File: config.mk
export PLATFORM = sky130hd
export DESIGN_NAME = sparse_im2col_address_gen
export DESIGN_NICKNAME = d
export VERILOG_FILES = /design/src/sv/sim2col_pkg.sv /design/src/sv/sparse_im2col_address_gen.sv /design/src/sv/sim2col_front.sv /design/src/sv/sim2col_queue.sv /design/src/sv/sim2col_back.sv
export SDC_FILE = /design/constraint.sdc
export NUM_CORES = 2
export LEC_CHECK = 0
export ABC_CLOCK_PERIOD_IN_PS = 10200
export BUFFER_PORTS_ARGS = -buffer_cell sky130_fd_sc_hd__buf_2
export CORE_MARGIN = 4
export CORE_UTILIZATION = 60
export CTS_CLUSTER_SIZE = 24
export DETAILED_ROUTE_END_ITERATION = 16
export PLACE_DENSITY_LB_ADDON = 0.05
export SLEW_MARGIN = 20
export SYNTH_ARGS = -nofsm -noshare
export SYNTH_HDL_FRONTEND = slang
export SYNTH_SLANG_ARGS = --single-unit
File: constraint.sdc
create_clock -name clk -period 10.2 [get_ports clk]
set_input_delay 2.04 -clock clk [delete_from_list [all_inputs] [get_ports clk]]
set_output_delay 2.04 -clock clk [all_outputs]
set_load 0.01 [all_outputs]
File: src/sv/sim2col_pkg.sv
`timescale 1ns / 1ps
// Shared types, constants and helpers for the sparse im2col address generator.
// Used by every module of the block; depends on nothing.
package sim2col_pkg;

	localparam int MAX_DIM      = 2048;
	localparam int MAX_KERNEL   = 8;
	localparam int STEP_MAX     = 8;
	localparam int QDEPTH       = 4;
	localparam int QPTR_W       = $clog2(QDEPTH);
	localparam int QCNT_W       = $clog2(QDEPTH + 1);

	// configuration register indexes
	localparam logic [3:0] REG_IMAGE_HEIGHT = 4'd0;
	localparam logic [3:0] REG_IMAGE_WIDTH  = 4'd1;
	localparam logic [3:0] REG_KERNEL_ROWS  = 4'd2;
	localparam logic [3:0] REG_KERNEL_COLS  = 4'd3;
	localparam logic [3:0] REG_PAD_ROWS     = 4'd4;
	localparam logic [3:0] REG_PAD_COLS     = 4'd5;
	localparam logic [3:0] REG_STEP_ROWS    = 4'd6;
	localparam logic [3:0] REG_STEP_COLS    = 4'd7;

	// clamped configuration as seen by the datapath
	typedef struct packed {
		logic [11:0] hgt;
		logic [11:0] wid;
		logic [3:0]  kr;
		logic [3:0]  kc;
		logic [2:0]  pr;
		logic [2:0]  pc;
		logic [3:0]  sr;
		logic [3:0]  sc;
		logic [6:0]  area;
	} cfg_t;

	// one classified item between front and back
	typedef struct packed {
		logic [31:0] row_base;   // (chan*H + h0)*W, modulo 2^32
		logic [15:0] h0;         // two's complement first tap row
		logic [15:0] w0;         // two's complement first tap column
		logic [15:0] mrow;       // chan*KH*KW, low 16 bits
		logic [21:0] pos;
	} task_t;

	typedef struct packed {
		logic [31:0] source_address;
		logic        in_bounds;
		logic [15:0] matrix_row;
		logic [21:0] matrix_col;
		logic        last_tap;
	} result_t;

	function automatic logic [11:0] clamp_dim(input logic [11:0] v);
		logic [11:0] r;
		begin
			if (v == 12'd0) r = 12'd1;
			else if (v > 12'(MAX_DIM)) r = 12'(MAX_DIM);
			else r = v;
			return r;
		end
	endfunction

	function automatic logic [3:0] clamp_kernel(input logic [3:0] v);
		logic [3:0] r;
		begin
			if (v == 4'd0) r = 4'd1;
			else if (v > 4'(MAX_KERNEL)) r = 4'(MAX_KERNEL);
			else r = v;
			return r;
		end
	endfunction

	function automatic logic [3:0] clamp_step(input logic [3:0] v);
		logic [3:0] r;
		begin
			if (v == 4'd0) r = 4'd1;
			else if (v > 4'(STEP_MAX)) r = 4'(STEP_MAX);
			else r = v;
			return r;
		end
	endfunction

endpackage

File: src/sv/sparse_im2col_address_gen.sv
`timescale 1ns / 1ps
// Sparse im2col address generator. A started item passes front stages 1 and 2, the
// queue and the back-end tap walker, which gives one result per cycle for each kernel
// tap of an item; further items queue up to 4 deep meanwhile.
// Results are strobed for one cycle; the receiver cannot stall.
// Reset clears control state and restores the default configuration.
module sparse_im2col_address_gen import sim2col_pkg::*; (
	input  logic        clk,
	input  logic        arst_n,
	// configuration write channel
	input  logic        cfg_valid,
	output logic        cfg_ready,
	input  logic [3:0]  cfg_index,
	input  logic [11:0] cfg_data,
	// item command
	input  logic        start,
	output logic        busy,
	input  logic [9:0]  in_channel,
	input  logic [21:0] position_index,
	input  logic [10:0] out_row,
	input  logic [10:0] out_col,
	// results
	output logic        result_valid,
	output logic [31:0] source_address,
	output logic        in_bounds,
	output logic [15:0] matrix_row,
	output logic [21:0] matrix_col,
	output logic        last_tap
);

	logic [11:0] hgt_q;
	logic [11:0] wid_q;
	logic [3:0]  kr_q;
	logic [3:0]  kc_q;
	logic [2:0]  pr_q;
	logic [2:0]  pc_q;
	logic [3:0]  sr_q;
	logic [3:0]  sc_q;

	cfg_t              cfg;
	logic              accept;
	logic [1:0]        inflight;
	logic              push;
	task_t             push_task;
	logic              pop;
	task_t             head;
	logic              nonempty;
	logic [QCNT_W-1:0] count;
	logic [QCNT_W:0]   occupancy;
	result_t           result;
	logic [7:0]        area_full;

	// Configuration writes are always taken; store the clamped value so the
	// datapath sees legal ranges only. Unknown indexes drop the transfer.
	assign cfg_ready = 1'b1;

	always_ff @(posedge clk or negedge arst_n) begin
		if (!arst_n) begin
			hgt_q <= 12'd32;
			wid_q <= 12'd32;
			kr_q  <= 4'd3;
			kc_q  <= 4'd3;
			pr_q  <= 3'd1;
			pc_q  <= 3'd1;
			sr_q  <= 4'd1;
			sc_q  <= 4'd1;
		end else if (cfg_valid && cfg_ready) begin
			case (cfg_index)
				REG_IMAGE_HEIGHT: hgt_q <= clamp_dim(cfg_data);
				REG_IMAGE_WIDTH:  wid_q <= clamp_dim(cfg_data);
				REG_KERNEL_ROWS:  kr_q  <= clamp_kernel(cfg_data[3:0]);
				REG_KERNEL_COLS:  kc_q  <= clamp_kernel(cfg_data[3:0]);
				REG_PAD_ROWS:     pr_q  <= cfg_data[2:0];
				REG_PAD_COLS:     pc_q  <= cfg_data[2:0];
				REG_STEP_ROWS:    sr_q  <= clamp_step(cfg_data[3:0]);
				REG_STEP_COLS:    sc_q  <= clamp_step(cfg_data[3:0]);
				default: ;
			endcase
		end
	end

	// kernel area fits in 7 bits (at most 64 taps)
	assign area_full = {4'b0, kr_q} * {4'b0, kc_q};

	always_comb begin
		cfg.hgt  = hgt_q;
		cfg.wid  = wid_q;
		cfg.kr   = kr_q;
		cfg.kc   = kc_q;
		cfg.pr   = pr_q;
		cfg.pc   = pc_q;
		cfg.sr   = sr_q;
		cfg.sc   = sc_q;
		cfg.area = area_full[6:0];
	end

	// Hold off new items once the queue plus the front stages could fill it.
	assign occupancy = {1'b0, count} + {{(QCNT_W - 1){1'b0}}, inflight};
	assign busy      = (occupancy >= (QCNT_W + 1)'(QDEPTH));
	assign accept    = start && !busy;

	sim2col_front u_front (
		.clk            (clk),
		.arst_n         (arst_n),
		.cfg            (cfg),
		.accept         (accept),
		.in_channel     (in_channel),
		.position_index (position_index),
		.out_row        (out_row),
		.out_col        (out_col),
		.inflight       (inflight),
		.push           (push),
		.push_task      (push_task)
	);

	sim2col_queue u_queue (
		.clk       (clk),
		.arst_n    (arst_n),
		.push      (push),
		.push_task (push_task),
		.pop       (pop),
		.head      (head),
		.nonempty  (nonempty),
		.count     (count)
	);

	sim2col_back u_back (
		.clk      (clk),
		.arst_n   (arst_n),
		.cfg      (cfg),
		.nonempty (nonempty),
		.head     (head),
		.pop      (pop),
		.strobe   (result_valid),
		.result   (result)
	);

	assign source_address = result.source_address;
	assign in_bounds      = result.in_bounds;
	assign matrix_row     = result.matrix_row;
	assign matrix_col     = result.matrix_col;
	assign last_tap       = result.last_tap;

endmodule

File: src/sv/sim2col_front.sv
`timescale 1ns / 1ps
// Front end: takes accepted items and works out per-item bases in two stages.
// Depends on sim2col_pkg.
module sim2col_front import sim2col_pkg::*; (
	input  logic        clk,
	input  logic        arst_n,
	input  cfg_t        cfg,
	input  logic        accept,
	input  logic [9:0]  in_channel,
	input  logic [21:0] position_index,
	input  logic [10:0] out_row,
	input  logic [10:0] out_col,
	output logic [1:0]  inflight,
	output logic        push,
	output task_t       push_task
);

	logic        valid_s1;
	logic [21:0] chan_hgt_s1;
	logic [15:0] h0_s1;
	logic [15:0] w0_s1;
	logic [15:0] mrow_s1;
	logic [21:0] pos_s1;

	logic        valid_s2;
	task_t       task_s2;

	logic [14:0] rprod;
	logic [14:0] cprod;
	logic [31:0] rowsum;

	assign rprod  = {4'b0, out_row} * {11'b0, cfg.sr};
	assign cprod  = {4'b0, out_col} * {11'b0, cfg.sc};
	assign rowsum = {10'b0, chan_hgt_s1} + {{16{h0_s1[15]}}, h0_s1};

	always_ff @(posedge clk or negedge arst_n) begin
		if (!arst_n) begin
			valid_s1 <= 1'b0;
			valid_s2 <= 1'b0;
		end else begin
			valid_s1 <= accept;
			valid_s2 <= valid_s1;
		end
	end

	// stage 1: products against the configuration
	always_ff @(posedge clk) begin
		if (accept) begin
			chan_hgt_s1 <= {12'b0, in_channel} * {10'b0, cfg.hgt};
			h0_s1       <= {1'b0, rprod} - {13'b0, cfg.pr};
			w0_s1       <= {1'b0, cprod} - {13'b0, cfg.pc};
			mrow_s1     <= {6'b0, in_channel} * {9'b0, cfg.area};
			pos_s1      <= position_index;
		end
	end

	// stage 2: scale the first tap row by the image width
	always_ff @(posedge clk) begin
		if (valid_s1) begin
			task_s2.row_base <= rowsum * {20'b0, cfg.wid};
			task_s2.h0       <= h0_s1;
			task_s2.w0       <= w0_s1;
			task_s2.mrow     <= mrow_s1;
			task_s2.pos      <= pos_s1;
		end
	end

	assign inflight  = {1'b0, valid_s1} + {1'b0, valid_s2};
	assign push      = valid_s2;
	assign push_task = task_s2;

endmodule

File: src/sv/sim2col_queue.sv
`timescale 1ns / 1ps
// Short FIFO of classified items between the front and back ends.
// Depends on sim2col_pkg.
module sim2col_queue import sim2col_pkg::*; (
	input  logic              clk,
	input  logic              arst_n,
	input  logic              push,
	input  task_t             push_task,
	input  logic              pop,
	output task_t             head,
	output logic              nonempty,
	output logic [QCNT_W-1:0] count
);

	task_t             entries [QDEPTH];
	logic [QPTR_W-1:0] wr_ptr_q;
	logic [QPTR_W-1:0] rd_ptr_q;
	logic [QCNT_W-1:0] count_q;

	always_ff @(posedge clk or negedge arst_n) begin
		if (!arst_n) begin
			wr_ptr_q <= '0;
			rd_ptr_q <= '0;
			count_q  <= '0;
		end else begin
			if (push) wr_ptr_q <= wr_ptr_q + 1'b1;
			if (pop)  rd_ptr_q <= rd_ptr_q + 1'b1;
			if (push && !pop) count_q <= count_q + 1'b1;
			else if (pop && !push) count_q <= count_q - 1'b1;
		end
	end

	always_ff @(posedge clk) begin
		if (push) entries[wr_ptr_q] <= push_task;
	end

	assign head     = entries[rd_ptr_q];
	assign nonempty = (count_q != '0);
	assign count    = count_q;

endmodule

File: src/sv/sim2col_back.sv
`timescale 1ns / 1ps
// Back end: walks the kernel taps of one item a cycle at a time, registered result.
// Depends on sim2col_pkg.
module sim2col_back import sim2col_pkg::*; (
	input  logic    clk,
	input  logic    arst_n,
	input  cfg_t    cfg,
	input  logic    nonempty,
	input  task_t   head,
	output logic    pop,
	output logic    strobe,
	output result_t result
);

	logic        active_q;
	logic [2:0]  i_q;
	logic [2:0]  j_q;
	logic [15:0] h_q;
	logic [15:0] w_q;
	logic [15:0] w0_q;
	logic [31:0] row_addr_q;
	logic [31:0] addr_q;
	logic [15:0] mrow_q;
	logic [21:0] pos_q;

	logic        strobe_q;
	result_t     result_q;

	logic [3:0]  kr_m1;
	logic [3:0]  kc_m1;
	logic        row_end;
	logic        last;
	logic        ok;
	logic [31:0] head_addr;
	logic [31:0] next_row_addr;

	assign kr_m1    = cfg.kr - 4'd1;
	assign kc_m1    = cfg.kc - 4'd1;
	assign row_end  = (j_q == kc_m1[2:0]);
	assign last     = row_end && (i_q == kr_m1[2:0]);
	assign pop      = nonempty && (!active_q || last);
	assign head_addr     = head.row_base + {{16{head.w0[15]}}, head.w0};
	assign next_row_addr = row_addr_q + {20'b0, cfg.wid};

	assign ok = !h_q[15] && !w_q[15]
		&& (h_q[14:0] < {3'b0, cfg.hgt}) && (w_q[14:0] < {3'b0, cfg.wid});

	always_ff @(posedge clk or negedge arst_n) begin
		if (!arst_n) begin
			active_q <= 1'b0;
			strobe_q <= 1'b0;
		end else begin
			strobe_q <= active_q;
			if (pop) active_q <= 1'b1;
			else if (last) active_q <= 1'b0;
		end
	end

	always_ff @(posedge clk) begin
		if (pop) begin
			// load the next item at its first tap
			i_q        <= 3'd0;
			j_q        <= 3'd0;
			h_q        <= head.h0;
			w_q        <= head.w0;
			w0_q       <= head.w0;
			row_addr_q <= head_addr;
			addr_q     <= head_addr;
			mrow_q     <= head.mrow;
			pos_q      <= head.pos;
		end else if (active_q) begin
			mrow_q <= mrow_q + 16'd1;
			if (row_end) begin
				// wrap to the start of the next tap row
				i_q        <= i_q + 3'd1;
				j_q        <= 3'd0;
				h_q        <= h_q + 16'd1;
				w_q        <= w0_q;
				row_addr_q <= next_row_addr;
				addr_q     <= next_row_addr;
			end else begin
				j_q    <= j_q + 3'd1;
				w_q    <= w_q + 16'd1;
				addr_q <= addr_q + 32'd1;
			end
		end
	end

	always_ff @(posedge clk) begin
		if (active_q) begin
			result_q.source_address <= ok ? addr_q : 32'd0;
			result_q.in_bounds      <= ok;
			result_q.matrix_row     <= mrow_q;
			result_q.matrix_col     <= pos_q;
			result_q.last_tap       <= last;
		end
	end

	assign strobe = strobe_q;
	assign result = result_q;

endmodule
==> metrics.md <==
| Metric | Value |
|---|---|
| Outcome | finished clean |
| Hold Path Cell Cnt | 0 |
| Worst Tran Pin Value | 1.08 ns |
| Max_cap viols | 0 |
| CP bufs+invs | 4 |
| Max-slew violation count | 0 |
| Critical Path RT | 10.61 ns |
| Nets | 5,331 |
| H-tree levels | 3 |
| Root buffer cell | clkbuf_16 |
| GRT Total Usage | 0.248 |
| CP max stage cell | xnor2_1 |
| CTS tree | yes |
| Sequential Area | 0.0263 sq mm |
| Drt total wl | 114,000 microns |
| CTS sink count | 887 |
| Port Buffers | 147 |
| Crit end category | flop |
| HPWL after detailed placement | 82,400 microns |
| Clock skew | 0.0704 ns |
| Die width | 310 microns |
| CTS Buffer Depth | 3 |
| Vias in the first global route | 34,200 |
| Total CTS buffers | 91 |
| Worst r2r src | u_front.h0_s1[0] |
| DRC | 0 |
| Final cell count without fillers | 5,796 |
| Tcrit/Tclk final | 0.788 |
| Clk_lat worst skew | 0.68 ns |
| Antenna Nets Post-Route | 0 |
| Max Freq | 0.124 GHz |
| Placed instance count | 5,627 |
| Setup violations, final | 0 |
| Core box area | 0.0903 sq mm |
| Crit path time final | 8.04 ns |
| Ys async rst share | 0.0643 |
| Io pins | 149 |
| Type of the worst setup path | flop to flop |
| Post-Syn Area | 0.0547 sq mm |
| Synth Flop Type | edfxtp_1 |
| Syn_nets | 5,221 |
| Relative slew slack | 0.277 |
| Initial Util | 0.606 |
| Crit path top cell by count | fa_1 |
| Fillers | 6,846 |
| Hold crit path type | flop to flop |
| Rows | 110 |
| Post-Route Utilization | 0.662 |
| R2R cell count | 30 |
| Register area share after synthesis | 0.481 |
| RSZ-0062 raised after global routing | no |
| Setup TNS | 0 ns |
| Footprint of the multi-input gates | 0.0258 sq mm |
| Final Hold Vio Count | 0 |
| First-pass GRT wire length | 186,000 microns |
| Flops & latches, synth | 887 |
| Clk slew on worst S/H paths | 0.08 ns |
| Synthesis Warnings | 0 |
| Crit path DAT | 8.45 ns |
| Chip height | 310 microns |
| Routed len/inst | 19.7 microns |
| Flop-to-flop setup slack | 2.16 ns |
| Post-synthesis cell type count | 75 |
| Antenna violations before repair | 5 |
| Initial drt markers | 2,314 |
| Hold EP | u_front.push_task[42] |
| Synth Instances | 4,434 |
| Largest net degree at the start of global routing | 124 |
| Area added between synthesis and finish | 9.23% |
| Mean Syn Cell Area | 12.3 sq um |
| Initial DRT Pass Iterations | 5 |
| Via density | 5.68 |
| Die area | 0.0961 sq mm |
| Post-CTS Setup Repair Bufs | 0 |
| Element type at the critical path start | flop |
| Crit-path max FO | 12 |
| Hold buffers post-CTS | 0 |
| Post-synth EDFFs | 824 |
| Hold path start | u_front.w0_s1[4] |
| Layout cells sized above 1 | 0.106 |
| GRT overflow | 0 |
| Via count | 32,900 |
| Delay-heaviest family, CP | adder cells |
| Post-CTS sizing | 0 |
| Worst R2R End | u_front.push_task[101] |
| RePlAce Congestion | 0.872 |
| Biggest cell delay along the critical path | 0.80 ns |
routing by layer:
metal,wire length (microns),GRT usage,part of all wire,vias to the layer above
li1,-,-,-,15400
met1,50100,0.346,0.44,16500
met2,55900,0.418,0.49,847
met3,5790,0.0316,0.051,176
met4,2570,0.0674,0.022,0
met5,0,0,0,-
cells by family (layout without fill, tap and decap cells):
kind of cell	Yosys count	in the layout	share of synthesized area
AO/OA/AOI/OAI	534	534	0.0599
AND/OR/NAND/NOR	1214	1214	0.105
flip-flops	887	887	0.481
XOR/XNOR	249	249	0.0402
adder cells (fa/ha/maj)	713	713	0.217
other	1	2	0.0000685
buffers and inverters	703	888	0.0483
multiplexers	133	133	0.0482
worst max-delay path by stage:
stage / startpoint / end / depth (start not counted)
2_1_floorplan: u_front.valid_s1 / u_front.chan_hgt_s1[0] / 4
3_3_place_gp: u_front.h0_s1[0] / u_front.push_task[100] / 31
3_5_place_dp: u_front.h0_s1[0] / u_front.push_task[101] / 27
4_1_cts: u_front.h0_s1[0] / u_front.push_task[101] / 27
5_1_grt: u_front.h0_s1[0] / u_front.push_task[101] / 30
6_report: u_front.h0_s1[0] / u_front.push_task[101] / 30
area by class of cell:
cell class,instances,area share
multi-input combinational,2844,0.433
timing repair buffer,188,0.0175
clock inverter,52,0.0115
clock buffer,116,0.0400
sequential,887,0.440
inverter,532,0.0335
antenna,1,0.0000419
tap,1176,0.0246
synthesized netlist by cell type, drive strengths merged (7+ instances only):
cell    instances  area, sq um
edfxtp        824        24700
nand2         582         2190
inv           532         2000
fa            396         7930
ha            317         3970
and2          189         1180
o21ai         172          861
a21oi         159          800
xnor2         155         1370
clkbuf        146          548
nor2          140          528
mux4          102         2300
xor2           93          815
nand3          76          380
a21o           71          533
dfrtp          47         1180
and3           37          231
nor3b          37          278
nand2b         35          219
o21bai         32          240
nor3           28          140
buf            25         98.8
mux2           25          282
nand4          24          150
o21a           21          158
nor2b          19          119
or3            15         93.8
a31oi          12         75.1
nor4           12         75.1
a211oi         11         87.6
dfstp          10          263
a21boi          7         52.6
metrics by stage:
stage / setup WS [ns] / hold slack [ns] / instance area, sq um
3_3_place_gp: 2.32 / 0.400 / 56700
5_1_grt: 1.49 / 0.420 / 59800
6_report: 2.16 / 0.405 / 59800
3_5_place_dp: 2.16 / 0.405 / 56700
2_1_floorplan: 2.47 / 0.400 / 54700
4_1_cts: 2.14 / 0.410 / 59700
state kept, by name (all words and copies together) (netlist names), 12 cells and up:
| signal | cells |
|---|---|
| u_back.h_q | 16 |
| hgt_q | 12 |
| u_back.mrow_q | 16 |
| u_back.w_q | 16 |
| u_queue.entries | 408 |
| u_front.pos_s1 | 22 |
| u_back.row_addr_q | 32 |
| u_front.w0_s1 | 16 |
| u_front.mrow_s1 | 16 |
| u_front.chan_hgt_s1 | 22 |
| u_back.w0_q | 16 |
| u_front.h0_s1 | 16 |
| u_back.pos_q | 22 |
| u_front.push_task | 102 |
| wid_q | 12 |
| u_back.result | 72 |
| u_back.addr_q | 32 |
cell usage in the layout, fill, tap and decap left out, drive strengths merged, types with 37 or more instances in the layout:
master	instances
xor2	93
dfrtp	47
edfxtp	824
and3	37
and2	189
inv	533
xnor2	155
o21ai	172
nor2	140
clkbuf	116
fa	396
nor3b	37
nand2	582
buf	188
mux4	102
nand3	76
clkinv	37
ha	317
a21o	71
a21oi	159
Power is not shown: default switching activity piles up to over one toggle a cycle in this logic, so the estimate is an artifact.
